[config.mk]
export PLATFORM = sky130hd
export DESIGN_NAME = multi_deque_transfer_engine
export DESIGN_NICKNAME = d
export VERILOG_FILES = /design/src/sv/mdte_pkg.sv /design/src/sv/mdte_ram.sv /design/src/sv/multi_deque_transfer_engine.sv
export VERILOG_INCLUDE_DIRS = /design/src /design/src/sv
export SDC_FILE = /design/constraint.sdc
export NUM_CORES = 1
export LEC_CHECK = 0
export ABC_AREA = 0
export BUFFER_PORTS_ARGS = -buffer_cell sky130_fd_sc_hd__buf_2
export CAP_MARGIN = 0
export CELL_PAD_IN_SITES_DETAIL_PLACEMENT = 1
export CELL_PAD_IN_SITES_GLOBAL_PLACEMENT = 1
export CORE_ASPECT_RATIO = 1.75
export CORE_MARGIN = 2
export CORE_UTILIZATION = 45
export CTS_BUF_LIST = sky130_fd_sc_hd__clkbuf_2 sky130_fd_sc_hd__clkbuf_4 sky130_fd_sc_hd__clkbuf_8
export CTS_CLUSTER_DIAMETER = 120
export DETAILED_ROUTE_END_ITERATION = 8
export PLACE_DENSITY_LB_ADDON = 0.1
export SLEW_MARGIN = 10
export SYNTH_ARGS = -nofsm -noshare
export SYNTH_HDL_FRONTEND = slang
export SYNTH_HIERARCHICAL = 1
export SYNTH_SLANG_ARGS = --single-unit
[constraint.sdc]
create_clock -name clk -period 11.6 [get_ports clk]
set_input_delay 0.58 -clock clk [delete_from_list [all_inputs] [get_ports clk]]
set_output_delay 0.58 -clock clk [all_outputs]
set_load 0.005 [all_outputs]
[src/sv/multi_deque_transfer_engine_assert.svh]
// assertion macros for the multi deque transfer engine
// expects clk and arst_n in the including module, no other dependency
`ifndef MULTI_DEQUE_TRANSFER_ENGINE_ASSERT_SVH
`define MULTI_DEQUE_TRANSFER_ENGINE_ASSERT_SVH

// same-cycle implication
`define MDTE_ASSERT_IMP(lbl, ante, cons, msg) \
	lbl: assert property (@(posedge clk) disable iff (!arst_n) (ante) |-> (cons)) \
		else $error(msg);

// next-cycle implication
`define MDTE_ASSERT_NXT(lbl, ante, cons, msg) \
	lbl: assert property (@(posedge clk) disable iff (!arst_n) (ante) |=> (cons)) \
		else $error(msg);

`endif

[src/sv/mdte_pkg.sv]
// shared constants and types for the multi deque transfer engine
// no dependencies
package mdte_pkg;

	localparam int QUEUE_DEPTH_DEF = 8;
	localparam int QUEUE_COUNT_DEF = 8;
	localparam int VALUE_WIDTH_DEF = 8;

	// fixed port field widths
	localparam int VALUE_FIELD_W = 8;
	localparam int QIDX_FIELD_W  = 3;

	typedef enum logic [1:0] {
		STATUS_OK        = 2'd0,
		STATUS_EMPTY     = 2'd1,
		STATUS_FULL      = 2'd2,
		STATUS_BAD_INDEX = 2'd3
	} status_t;

endpackage

[src/sv/mdte_ram.sv]
// generic single-write, single-read ram with registered read data
// depends on mdte_pkg for default sizes only
module mdte_ram #(
	parameter int WIDTH = mdte_pkg::VALUE_WIDTH_DEF,
	parameter int DEPTH = mdte_pkg::QUEUE_DEPTH_DEF,
	localparam int AW = (DEPTH > 1) ? $clog2(DEPTH) : 1
) (
	input  logic             clk,
	input  logic             we,
	input  logic [AW-1:0]    waddr,
	input  logic [WIDTH-1:0] wdata,
	input  logic [AW-1:0]    raddr,
	output logic [WIDTH-1:0] rdata
);

	logic [WIDTH-1:0] mem_q [DEPTH];
	logic [WIDTH-1:0] rdata_q;

	always_ff @(posedge clk) begin
		if (we) begin
			mem_q[waddr] <= wdata;
		end
		rdata_q <= mem_q[raddr];
	end

	assign rdata = rdata_q;

endmodule

[src/sv/multi_deque_transfer_engine.sv]
// bank of circular deques sharing one entry ram, pointer records in a second ram
// depends on mdte_pkg, mdte_ram and multi_deque_transfer_engine_assert.svh
//
//  channel  | handshake              | fields
//  ---------+------------------------+---------------------------------------------
//  command  | start, busy            | mode value source_queue pop_side dest_queue
//           |                        | push_side
//  result   | done (one-cycle pulse) | moved_value status
//
// a word is taken at a clock edge with start high and busy low
// load and any refused word: busy in ST_META1 and ST_META2; move within one queue: also
// in ST_POP; move between two queues: busy in ST_META1, ST_META2, ST_POP and ST_SRCWB
// the busy time comes from the single read port of the pointer ram (source record, then
// destination record) plus the registered read of the entry ram for the popped word
// done is high for one cycle, registered from the decision for a load or a refused word,
// and from the entry ram write for a move; the receiver cannot stall
// reset leaves all queues empty through per-queue valid bits, no clearing pass
`include "multi_deque_transfer_engine_assert.svh"

module multi_deque_transfer_engine #(
	parameter int QUEUE_DEPTH = mdte_pkg::QUEUE_DEPTH_DEF,
	parameter int QUEUE_COUNT = mdte_pkg::QUEUE_COUNT_DEF,
	parameter int VALUE_WIDTH = mdte_pkg::VALUE_WIDTH_DEF
) (
	input  logic                                clk,
	input  logic                                arst_n,
	input  logic                                start,
	output logic                                busy,
	input  logic                                mode,
	input  logic [mdte_pkg::VALUE_FIELD_W-1:0]  value,
	input  logic [mdte_pkg::QIDX_FIELD_W-1:0]   source_queue,
	input  logic                                pop_side,
	input  logic [mdte_pkg::QIDX_FIELD_W-1:0]   dest_queue,
	input  logic                                push_side,
	output logic                                done,
	output logic [mdte_pkg::VALUE_FIELD_W-1:0]  moved_value,
	output logic [1:0]                          status
);

	localparam int PW     = $clog2(QUEUE_DEPTH);
	localparam int CW     = $clog2(QUEUE_DEPTH + 1);
	localparam int QIW    = (QUEUE_COUNT > 1) ? $clog2(QUEUE_COUNT) : 1;
	localparam int EDEPTH = QUEUE_COUNT * QUEUE_DEPTH;
	localparam int EAW    = $clog2(EDEPTH);

	typedef struct packed {
		logic [PW-1:0] front;
		logic [PW-1:0] rear;
		logic [CW-1:0] count;
	} meta_t;

	localparam int MW = $bits(meta_t);

	typedef enum logic [4:0] {
		ST_IDLE  = 5'b00001,
		ST_META1 = 5'b00010,
		ST_META2 = 5'b00100,
		ST_POP   = 5'b01000,
		ST_SRCWB = 5'b10000
	} state_t;

	function automatic logic [PW-1:0] ptr_inc(input logic [PW-1:0] p);
		ptr_inc = (int'(p) == QUEUE_DEPTH - 1) ? '0 : p + 1'b1;
	endfunction

	function automatic logic [PW-1:0] ptr_dec(input logic [PW-1:0] p);
		ptr_dec = (p == '0) ? PW'(QUEUE_DEPTH - 1) : p - 1'b1;
	endfunction

	state_t state_q, state_d;

	// latched command word
	logic                                 mode_q;
	logic [VALUE_WIDTH-1:0]               value_q;
	logic [mdte_pkg::QIDX_FIELD_W-1:0]    src_q;
	logic                                 pop_back_q;
	logic [mdte_pkg::QIDX_FIELD_W-1:0]    dst_q;
	logic                                 push_back_q;

	logic [QIW-1:0] src_idx, dst_idx;

	// pointer ram
	logic           meta_we;
	logic [QIW-1:0] meta_waddr, meta_raddr;
	meta_t          meta_wdata;
	logic [MW-1:0]  meta_rdata;
	logic [QUEUE_COUNT-1:0] meta_valid_q;
	logic           meta_rvalid_s1;
	meta_t          meta_rec;
	meta_t          src_rec_q;

	// entry ram
	logic                   ent_we;
	logic [EAW-1:0]         ent_waddr, ent_raddr;
	logic [VALUE_WIDTH-1:0] ent_wdata, ent_rdata;

	// decision in ST_META2
	meta_t              s_rec, d_rec, src_new, base_rec, dst_new;
	meta_t              src_new_q, dst_new_q;
	logic               same_q, bad, empty, full, push_back_eff;
	logic [PW-1:0]      pop_slot, push_slot;
	logic [EAW-1:0]     pop_addr, push_addr, push_addr_q;
	mdte_pkg::status_t  dec_status;

	// result
	logic                               done_q;
	logic [mdte_pkg::VALUE_FIELD_W-1:0] moved_q;
	mdte_pkg::status_t                  status_q;

	assign busy        = !state_q[0];
	assign done        = done_q;
	assign moved_value = moved_q;
	assign status      = status_q;

	assign src_idx = QIW'(src_q);
	assign dst_idx = QIW'(dst_q);

	mdte_ram #(
		.WIDTH(MW),
		.DEPTH(QUEUE_COUNT)
	) u_meta_ram (
		.clk  (clk),
		.we   (meta_we),
		.waddr(meta_waddr),
		.wdata(meta_wdata),
		.raddr(meta_raddr),
		.rdata(meta_rdata)
	);

	mdte_ram #(
		.WIDTH(VALUE_WIDTH),
		.DEPTH(EDEPTH)
	) u_entry_ram (
		.clk  (clk),
		.we   (ent_we),
		.waddr(ent_waddr),
		.wdata(ent_wdata),
		.raddr(ent_raddr),
		.rdata(ent_rdata)
	);

	// a queue never written since reset reads as empty with zero pointers
	assign meta_rec = meta_rvalid_s1 ? meta_t'(meta_rdata) : '0;

	// idle reads the source record, then the destination record follows
	assign meta_raddr = (state_q == ST_IDLE) ? QIW'(source_queue) : dst_idx;

	always_comb begin
		s_rec = src_rec_q;
		d_rec = meta_rec;

		bad   = (int'(dst_q) >= QUEUE_COUNT) || (mode_q && (int'(src_q) >= QUEUE_COUNT));
		empty = mode_q && (s_rec.count == '0);
		full  = !same_q && (int'(d_rec.count) >= QUEUE_DEPTH);

		if (bad) begin
			dec_status = mdte_pkg::STATUS_BAD_INDEX;
		end else if (empty) begin
			dec_status = mdte_pkg::STATUS_EMPTY;
		end else if (full) begin
			dec_status = mdte_pkg::STATUS_FULL;
		end else begin
			dec_status = mdte_pkg::STATUS_OK;
		end

		// pop side of a move
		pop_slot = pop_back_q ? s_rec.rear : s_rec.front;
		src_new  = s_rec;
		if (pop_back_q) begin
			src_new.rear = ptr_dec(s_rec.rear);
		end else begin
			src_new.front = ptr_inc(s_rec.front);
		end
		src_new.count = s_rec.count - 1'b1;

		// push side, on the popped record when both ends are one queue
		base_rec      = same_q ? src_new : d_rec;
		push_back_eff = mode_q ? push_back_q : 1'b1;
		dst_new       = base_rec;
		if (base_rec.count == '0) begin
			dst_new.front = '0;
			dst_new.rear  = '0;
			push_slot     = '0;
		end else if (push_back_eff) begin
			dst_new.rear = ptr_inc(base_rec.rear);
			push_slot    = dst_new.rear;
		end else begin
			dst_new.front = ptr_dec(base_rec.front);
			push_slot     = dst_new.front;
		end
		dst_new.count = base_rec.count + 1'b1;

		pop_addr  = EAW'(int'(src_idx) * QUEUE_DEPTH + int'(pop_slot));
		push_addr = EAW'(int'(dst_idx) * QUEUE_DEPTH + int'(push_slot));
	end

	always_comb begin
		state_d    = state_q;
		meta_we    = 1'b0;
		meta_waddr = dst_idx;
		meta_wdata = dst_new;
		ent_we     = 1'b0;
		ent_waddr  = push_addr;
		ent_wdata  = value_q;
		ent_raddr  = pop_addr;

		unique case (state_q)
			ST_IDLE: begin
				if (start) begin
					state_d = ST_META1;
				end
			end
			ST_META1: begin
				state_d = ST_META2;
			end
			ST_META2: begin
				if (dec_status != mdte_pkg::STATUS_OK) begin
					state_d = ST_IDLE;
				end else if (!mode_q) begin
					meta_we = 1'b1;
					ent_we  = 1'b1;
					state_d = ST_IDLE;
				end else begin
					state_d = ST_POP;
				end
			end
			ST_POP: begin
				meta_we    = 1'b1;
				meta_wdata = dst_new_q;
				ent_we     = 1'b1;
				ent_waddr  = push_addr_q;
				ent_wdata  = ent_rdata;
				state_d    = same_q ? ST_IDLE : ST_SRCWB;
			end
			ST_SRCWB: begin
				meta_we    = 1'b1;
				meta_waddr = src_idx;
				meta_wdata = src_new_q;
				state_d    = ST_IDLE;
			end
			default: begin
				state_d = ST_IDLE;
			end
		endcase
	end

	always_ff @(posedge clk or negedge arst_n) begin
		if (!arst_n) begin
			state_q        <= ST_IDLE;
			meta_valid_q   <= '0;
			meta_rvalid_s1 <= 1'b0;
			done_q         <= 1'b0;
		end else begin
			state_q        <= state_d;
			meta_rvalid_s1 <= meta_valid_q[meta_raddr];
			if (meta_we) begin
				meta_valid_q[meta_waddr] <= 1'b1;
			end
			done_q <= ((state_q == ST_META2) &&
				((dec_status != mdte_pkg::STATUS_OK) || !mode_q)) ||
				(state_q == ST_POP);
		end
	end

	always_ff @(posedge clk) begin
		if ((state_q == ST_IDLE) && start) begin
			mode_q      <= mode;
			value_q     <= VALUE_WIDTH'(value);
			src_q       <= source_queue;
			pop_back_q  <= pop_side;
			dst_q       <= dest_queue;
			push_back_q <= push_side;
			same_q      <= mode && (source_queue == dest_queue);
		end
		if (state_q == ST_META1) begin
			src_rec_q <= meta_rec;
		end
		if (state_q == ST_META2) begin
			src_new_q   <= src_new;
			dst_new_q   <= dst_new;
			push_addr_q <= push_addr;
			status_q    <= dec_status;
			moved_q     <= (dec_status == mdte_pkg::STATUS_OK) ?
				mdte_pkg::VALUE_FIELD_W'(value_q) : '0;
		end
		if (state_q == ST_POP) begin
			status_q <= mdte_pkg::STATUS_OK;
			moved_q  <= mdte_pkg::VALUE_FIELD_W'(ent_rdata);
		end
	end

	`MDTE_ASSERT_NXT(a_accept_busy, start && !busy, busy, "accepted word did not raise busy")
	`MDTE_ASSERT_IMP(a_done_after_busy, done, $past(busy), "result without a word in flight")
	`MDTE_ASSERT_IMP(a_error_zero, done && (status != mdte_pkg::STATUS_OK), moved_value == '0,
		"refused word carried a value")
	`MDTE_ASSERT_IMP(a_write_busy, meta_we || ent_we, busy, "ram write while idle")
	`MDTE_ASSERT_IMP(a_count_range, meta_we, int'(meta_wdata.count) <= QUEUE_DEPTH,
		"queue count beyond depth")

endmodule

# == Yosys cells after proc, flatten, opt, wreduce, memory -nomap -nowiden ==
# Memories as Yosys holds them, arrays and structs flattened. A register that Yosys moved wholly into a read port is not among the register bits.
# Index checks and enable logic that the tools add are counted.
# word_totals
ff_bits,79
n_memories,2
ramBits,592
out_inout_bits,12
# mem_list
memory,words,width,rd,rd_ports_with_merged_regs,wr,line_no,rtl
u_entry_ram.mem_q,64,8,1,1,1,mdte_ram.sv:16,logic [WIDTH-1:0] mem_q [DEPTH];
u_meta_ram.mem_q,8,10,1,1,1,mdte_ram.sv:16,
# classes
n_lt_le_gt_ge,4
n_addsub,8
n_reduce_logical,19
bitwise,1
muxes,42
eq_ne,9
# ops
cell,n
two-way mux 3 bit,13
two-way mux 8 bit,4
two-way mux 10 bit,2
case mux 10 bit (2 select lines),1
case mux 5 bit (4 select lines),1
adder 6 x 3 -> 6 bit,2
two-way mux 6 bit,2
two-way mux 5 bit,2
two-way mux 1 bit,9
logical NOT 4 bit,2
less-than comparator 3 x 4 -> 1 bit (second input constant),2
two-way mux 4 bit,2
OR 8 bit,1
adder 3 x 1 -> 3 bit (second input constant),2
equality test 3 x 1 -> 1 bit (second input constant),2
logical AND 1 bit,6
logical NOT 3 bit,2
subtractor 3 x 1 -> 3 bit (second input constant),2
equality test 5 x 1 -> 1 bit (second input constant),1
equality test 5 x 2 -> 1 bit (second input constant),1
equality test 5 x 3 -> 1 bit (second input constant),1
equality test 5 x 4 -> 1 bit (second input constant),1
equality test 5 bit (second input constant),1
adder 4 x 1 -> 4 bit (second input constant),1
14 further kinds,20

# == Logic depth before layout (Yosys ltp) ==
# logic_depth
word_depth,10
mapped_depth,15

# == By module ==
# Netlist, hierarchy kept.
# modules_own_cells
module,area_per_inst_um2,cells_each,n_inst
mdte_ram at u_entry_ram,20166.8,940,1
multi_deque_transfer_engine,3978.8,358,1
mdte_ram at u_meta_ram,3333.2,138,1

# == Least setup slack after synthesis ==
# No wires, ideal clock.
# synth_timing
path_type,flip-flop to flip-flop
start,register src_rec_q (netlist bit s_rec[7])
end,memory u_entry_ram/mem_q[61][0] (netlist name) (enable)
t_required_ps,11230
synth_period_minus_slack_ps,3768
setup_ps,370
stages_incl_launch_ff,16
t_arrival_ps,3397
n_path_buf,1
path_slack_ps,7832
cell_sequence,edfxtp_1 -> ha_1 -> ha_1 -> or3_1 -> a31oi_1 -> inv_1 -> ha_1 -> inv_1 -> a211oi_1 -> a211o_1 -> a21oi_1 -> mux2_2 -> clkbuf_1 -> nor2b_1 -> nand3_1 -> nor2_1
# synth_between
elab_chain_cells,10
elab_cells_between_ends,12
classes_between,3 x add/sub; 1 x eq/ne; 7 x mux; 1 x reduce/logical
# synth_lines
element,line_no,rtl
"start, declared",multi_deque_transfer_engine.sv:90,meta_t src_rec_q;
"start signal, assigned",multi_deque_transfer_engine.sv:276,src_rec_q <= meta_rec;
adder 3 x 1 -> 3 bit / equality test 3 x 1 -> 1 bit (equally long branches),multi_deque_transfer_engine.sv:63,ptr_inc = (int'(p) == QUEUE_DEPTH - 1) ? '0 : p + 1'b1;
two-way mux 3 bit,multi_deque_transfer_engine.sv:63,
two-way mux 3 bit *,multi_deque_transfer_engine.sv:169,if (pop_back_q) begin
two-way mux 10 bit *,multi_deque_transfer_engine.sv:177,base_rec = same_q ? src_new : d_rec;
subtractor 3 x 1 -> 3 bit / logical NOT 3 bit (equally long branches),multi_deque_transfer_engine.sv:67,ptr_dec = (p == '0) ? PW'(QUEUE_DEPTH - 1) : p - 1'b1;
two-way mux 3 bit *,multi_deque_transfer_engine.sv:67,
two-way mux 3 bit *,multi_deque_transfer_engine.sv:184,end else if (push_back_eff) begin
two-way mux 3 bit *,multi_deque_transfer_engine.sv:180,if (base_rec.count == '0) begin
adder 6 x 3 -> 6 bit *,multi_deque_transfer_engine.sv:194,push_addr = EAW'(int'(dst_idx) * QUEUE_DEPTH + int'(push_slot));
named net push_addr[2],multi_deque_transfer_engine.sv:102,"logic [EAW-1:0] pop_addr, push_addr, push_addr_q;"
two-way mux 6 bit *,multi_deque_transfer_engine.sv:207,unique case (state_q)
named net ent_waddr[2],multi_deque_transfer_engine.sv:94,"logic [EAW-1:0] ent_waddr, ent_raddr;"
"end, declared",mdte_ram.sv:16,
# The timed path passes the listed nets; every way through them passes the cells marked *.

# == Worst setup path after layout ==
# layout_timing
start,register same_q
end,memory u_entry_ram/mem_q[57][1] (netlist name) (enable)
# layout_between
elab_cells_between_ends,21
classes_between,3 x add/sub; 1 x eq/ne; 12 x mux; 5 x reduce/logical
# layout_lines
element,line_no,rtl
"start, declared",multi_deque_transfer_engine.sv:100,"logic same_q, bad, empty, full, push_back_eff;"
"start signal, assigned",multi_deque_transfer_engine.sv:273,same_q <= mode && (source_queue == dest_queue);
two-way mux 10 bit *,multi_deque_transfer_engine.sv:177,
subtractor 3 x 1 -> 3 bit (tied with other cells),multi_deque_transfer_engine.sv:67,
two-way mux 3 bit (on tied branches),"multi_deque_transfer_engine.sv:67, multi_deque_transfer_engine.sv:63",
two-way mux 3 bit,multi_deque_transfer_engine.sv:184,
two-way mux 3 bit *,multi_deque_transfer_engine.sv:180,
adder 6 x 3 -> 6 bit *,multi_deque_transfer_engine.sv:194,
two-way mux 6 bit *,multi_deque_transfer_engine.sv:207,
named net ent_waddr[0],multi_deque_transfer_engine.sv:94,
# Marked as above.

==> flow_summary_export.csv <==
group,metric,value,unit
run_status,status,"finished, final reports clean",
logic_synthesis,yosysMostFrequentCell,"edfxtp_1",
power_and_ir_drop,power_density,209,mW/mm2
finish,fillers,5524,
worst_setup_path,arrival,5270,ps
floorplanning,die-area,0.0631,mm2
logic_synthesis,synth_edf_count,654,
finish,final-instance-count-excl-fill,2390,
grt,antenna_found_initial,1,
logic_synthesis,ys_ff_latch,689,
worst_setup_path,critPathLaunchType,"flop",
grt,grt_max_degree,65,
logic_synthesis,async_reset_ff_share,2.18,%
floorplanning,initial_core_util,45.6,%
logic_synthesis,netlist.area_leader.share,71.5,%
logic_synthesis,ys_top_cells_by_area,"edfxtp_1 71%, mux4_2 10%, mux4_1 1.9%",
clock_network,cts_sinks,689,
run,drv_cap,0,
placed_design,gp_congestion,0.821,
logic_synthesis,yosys.cell_types.count,69,
floorplanning,core_area,0.0603,mm2
timing,fmaxAchievable,202,MHz
worst_setup_path,cp_data_required_time,11920,ps
timing,tightest_slew,1130,ps
logic_synthesis,syn_nets,1468,
clock_network,cts.reportedPaths.clkPinSlew,70,ps
finish,num-nets-final,1556,
timing,rsz0062_at_grt,"no",
route,drtIter0Drc,829,
route,drt_pass1_iterations,5,
logic_synthesis,syn_inst,1436,
worst_setup_path,crit_fanout,17,
logic_synthesis,ys_seq_area_share,74.3,%
worst_setup_path,worstSetupPathType,"flop to flop",
grt,grt_pass1_wl,107000,um
logic_synthesis,yosys_warnings,6,
min_path,holdPathStages,1,
finish,fin_area,0.0305,mm2
power_and_ir_drop,vdd_drop_max,0.134,mV
timing,skew,22.1,ps
route,ant_nets,0,
logic_synthesis,synth_top_flop_cell,"edfxtp_1",
route,drc,0,
clock_network,clockBufferDepth,3,
floorplanning,fp.dieW,191,um
placed_design,dpl_cell_area,0.0285,mm2
timing,fin_crit_sh,42.6,%
grt,grt_use_total,24.0,%
worst_setup_path,rr_startpoint,"same_q",
timing,report.final.setup_viol,0,
timing,fin_tns_setup,0,ps
clock_network,cts_inserted_buffers,102,
grt,grt_pass1_vias,15478,
clock_network,cts_tree,"yes",
floorplanning,chipHeight,331,um
finish,drive_gt1_share,24.6,%
placed_design,port_buffers,31,
timing,hold_viol_final,0,
worst_setup_path,worst_setup_path_end_kind,"flop",
placed_design,hpwl,47700,um
worst_setup_path,worst-r2r-cell-count,10,
timing,finalCriticalPeriod,4940,ps
route,wirelength,73200,um
placed_design,dp.cells,2205,
route,vias_per_cell,5.79,
worst_setup_path,regToRegSetupSlack,6660,ps
timing,relSlewSlack,24.2,%
clock_network,cts-root-buf,"clkbuf_8",
logic_synthesis,synth_area,0.0275,mm2
timing,drv_slew,0,
logic_synthesis,synth_largest_area_cell,"edfxtp_1",
power_and_ir_drop,p_leak,10.0,nW
logic_synthesis,synth_common_cells,"654 x edfxtp_1, 126 x mux4_2, 120 x nor2_1",
logic_synthesis,synth_area_per_cell,19.1,um2
clock_network,htreeDepth,3,
finish,area_delta_synth_final,10.9,%
floorplanning,io_pins,32,
min_path,hold_path.class,"input port to flop",
worst_setup_path,r2r_end,"u_entry_ram/mem_q[57][1]",
route,wire_per_inst,30.6,um
clock_network,clock_latency,710,ps
route,vias,13828,
min_path,min_delay_worst_endpoint,"value_q[3]",
min_path,worstHoldStart,"value[3]",
floorplanning,rows,119,
grt,grt_overflow_total,0,
-- metrics by stage --
step / hold slack (ps) / util (%) / total power, W / setup WS [ps]
3_3_place_gp: 440 / 47.2 / 0.00448 / 6880
5_1_grt: 38.5 / 50.6 / 0.00663 / 6310
2_1_floorplan: 284 / - / 0.00398 / 7830
4_1_cts: 2.03 / 50.6 / 0.00648 / 6600
6_report: 58.7 / 50.6 / 0.00638 / 6660
3_5_place_dp: 449 / 47.2 / 0.00451 / 6670
-- flip-flops by register name, summed over array words and instances, names as in the netlist, 2 cells and up --
| name | count |
|---|---|
| moved_value | 8 |
| push_addr_q | 6 |
| u_entry_ram/mem_q | 512 |
| src_new_q | 10 |
| dst_new_q | 10 |
| meta_valid_q | 8 |
| dst_idx | 3 |
| status | 2 |
| u_meta_ram/rdata | 10 |
| u_meta_ram/mem_q | 80 |
| s_rec | 10 |
| src_idx | 3 |
| u_entry_ram/rdata | 8 |
| state_q | 5 |
| value_q | 8 |
-- repair_timing --
| action | 4_1_cts | 5_1_grt |
|---|---|---|
| gates resized for setup | 0 | 0 |
| endpoints found under the hold margin | 14 | 0 |
| hold buffers | 1 | 0 |
| buffers inserted | 0 | 0 |
-- cell type report --
class	instances	area (um2)	area share (%)
sequential	689	20400	67.0
tap	786	983	3.23
clock inverter	49	329	1.08
multi-input combinational	653	6660	21.8
inverter	24	90.1	0.296
antenna	1	2.50	0.00821
clock buffer	134	1680	5.50
timing repair buffer	54	330	1.08
-- cells by family after synthesis --
logic type | count (synthesis) | share of synthesized area [%]
multiplexers | 209 | 14.7
adder cells (fa/ha/maj) | 12 | 0.546
buffers and inverters | 94 | 1.84
AND/OR/NAND/NOR | 300 | 5.00
AO/OA/AOI/OAI | 125 | 3.40
flip-flops | 689 | 74.3
XOR/XNOR | 7 | 0.223
-- routing by layer --
layer  vias up  track usage [%]  share of wire [%]
met1      7356             24.9                 34
met3       113             2.83                3.4
li1       5992                -                  -
met5         -                0                  0
met2       367             46.8                 58
met4         0             12.1                4.6
-- cells in the final DEF, fill, tap and decap left out, types with 6 or more instances in the layout --
cell	count
a211oi_1	6
a21o_1	11
a21oi_1	11
a221oi_1	7
a22oi_1	10
and2_1	8
and3_1	6
buf_2	31
buf_4	22
clkbuf_4	27
clkbuf_8	107
clkinv_1	24
clkinv_2	16
dfrtp_1	14
dfxtp_1	20
edfxtp_1	654
ha_1	12
inv_1	24
mux2_2	28
mux2i_1	31
mux4_1	20
mux4_2	126
nand2_1	73
nand2_4	8
nand2b_1	13
nand3_1	15
nor2_1	120
nor2b_1	16
nor3_1	14
o21ai_0	16
o221ai_1	8
o22ai_1	8
o31ai_1	6
-- how the worst max path moves through the flow --
stage / slack [ps] / from / end / cells after the start
6_report: 6660 / same_q / u_entry_ram/mem_q[57][1] / 10
3_3_place_gp: 6880 / same_q / u_entry_ram/mem_q[35][0] / 10
5_1_grt: 6310 / same_q / u_entry_ram/mem_q[35][1] / 10
4_1_cts: 6600 / same_q / u_entry_ram/mem_q[35][6] / 10
2_1_floorplan: 7830 / s_rec[7] / u_entry_ram/mem_q[61][0] / 15
3_5_place_dp: 6670 / same_q / u_entry_ram/mem_q[35][6] / 10
-- critical path, cell delays in order, from the launching register on --
cell and delay, ps:
edfxtp_1 790, inv_1 220, mux2i_1 320, inv_1 110
ha_1 190, inv_1 100, a2111oi_4 80, a31o_2 310
o31ai_1 720, nand3_1 850, nor2_1 860
-- power by group --
| part | switching (W) | total, W | internal [W] |
|---|---|---|---|
| clock network | 0.000931 | 0.00196 | 0.00103 |
| logic | 0.000852 | 0.00134 | 0.000487 |
| registers | 0.0000945 | 0.00308 | 0.00299 |
| total | 0.00188 | 0.00638 | 0.00450 |
(Power assumes the default switching activity.)
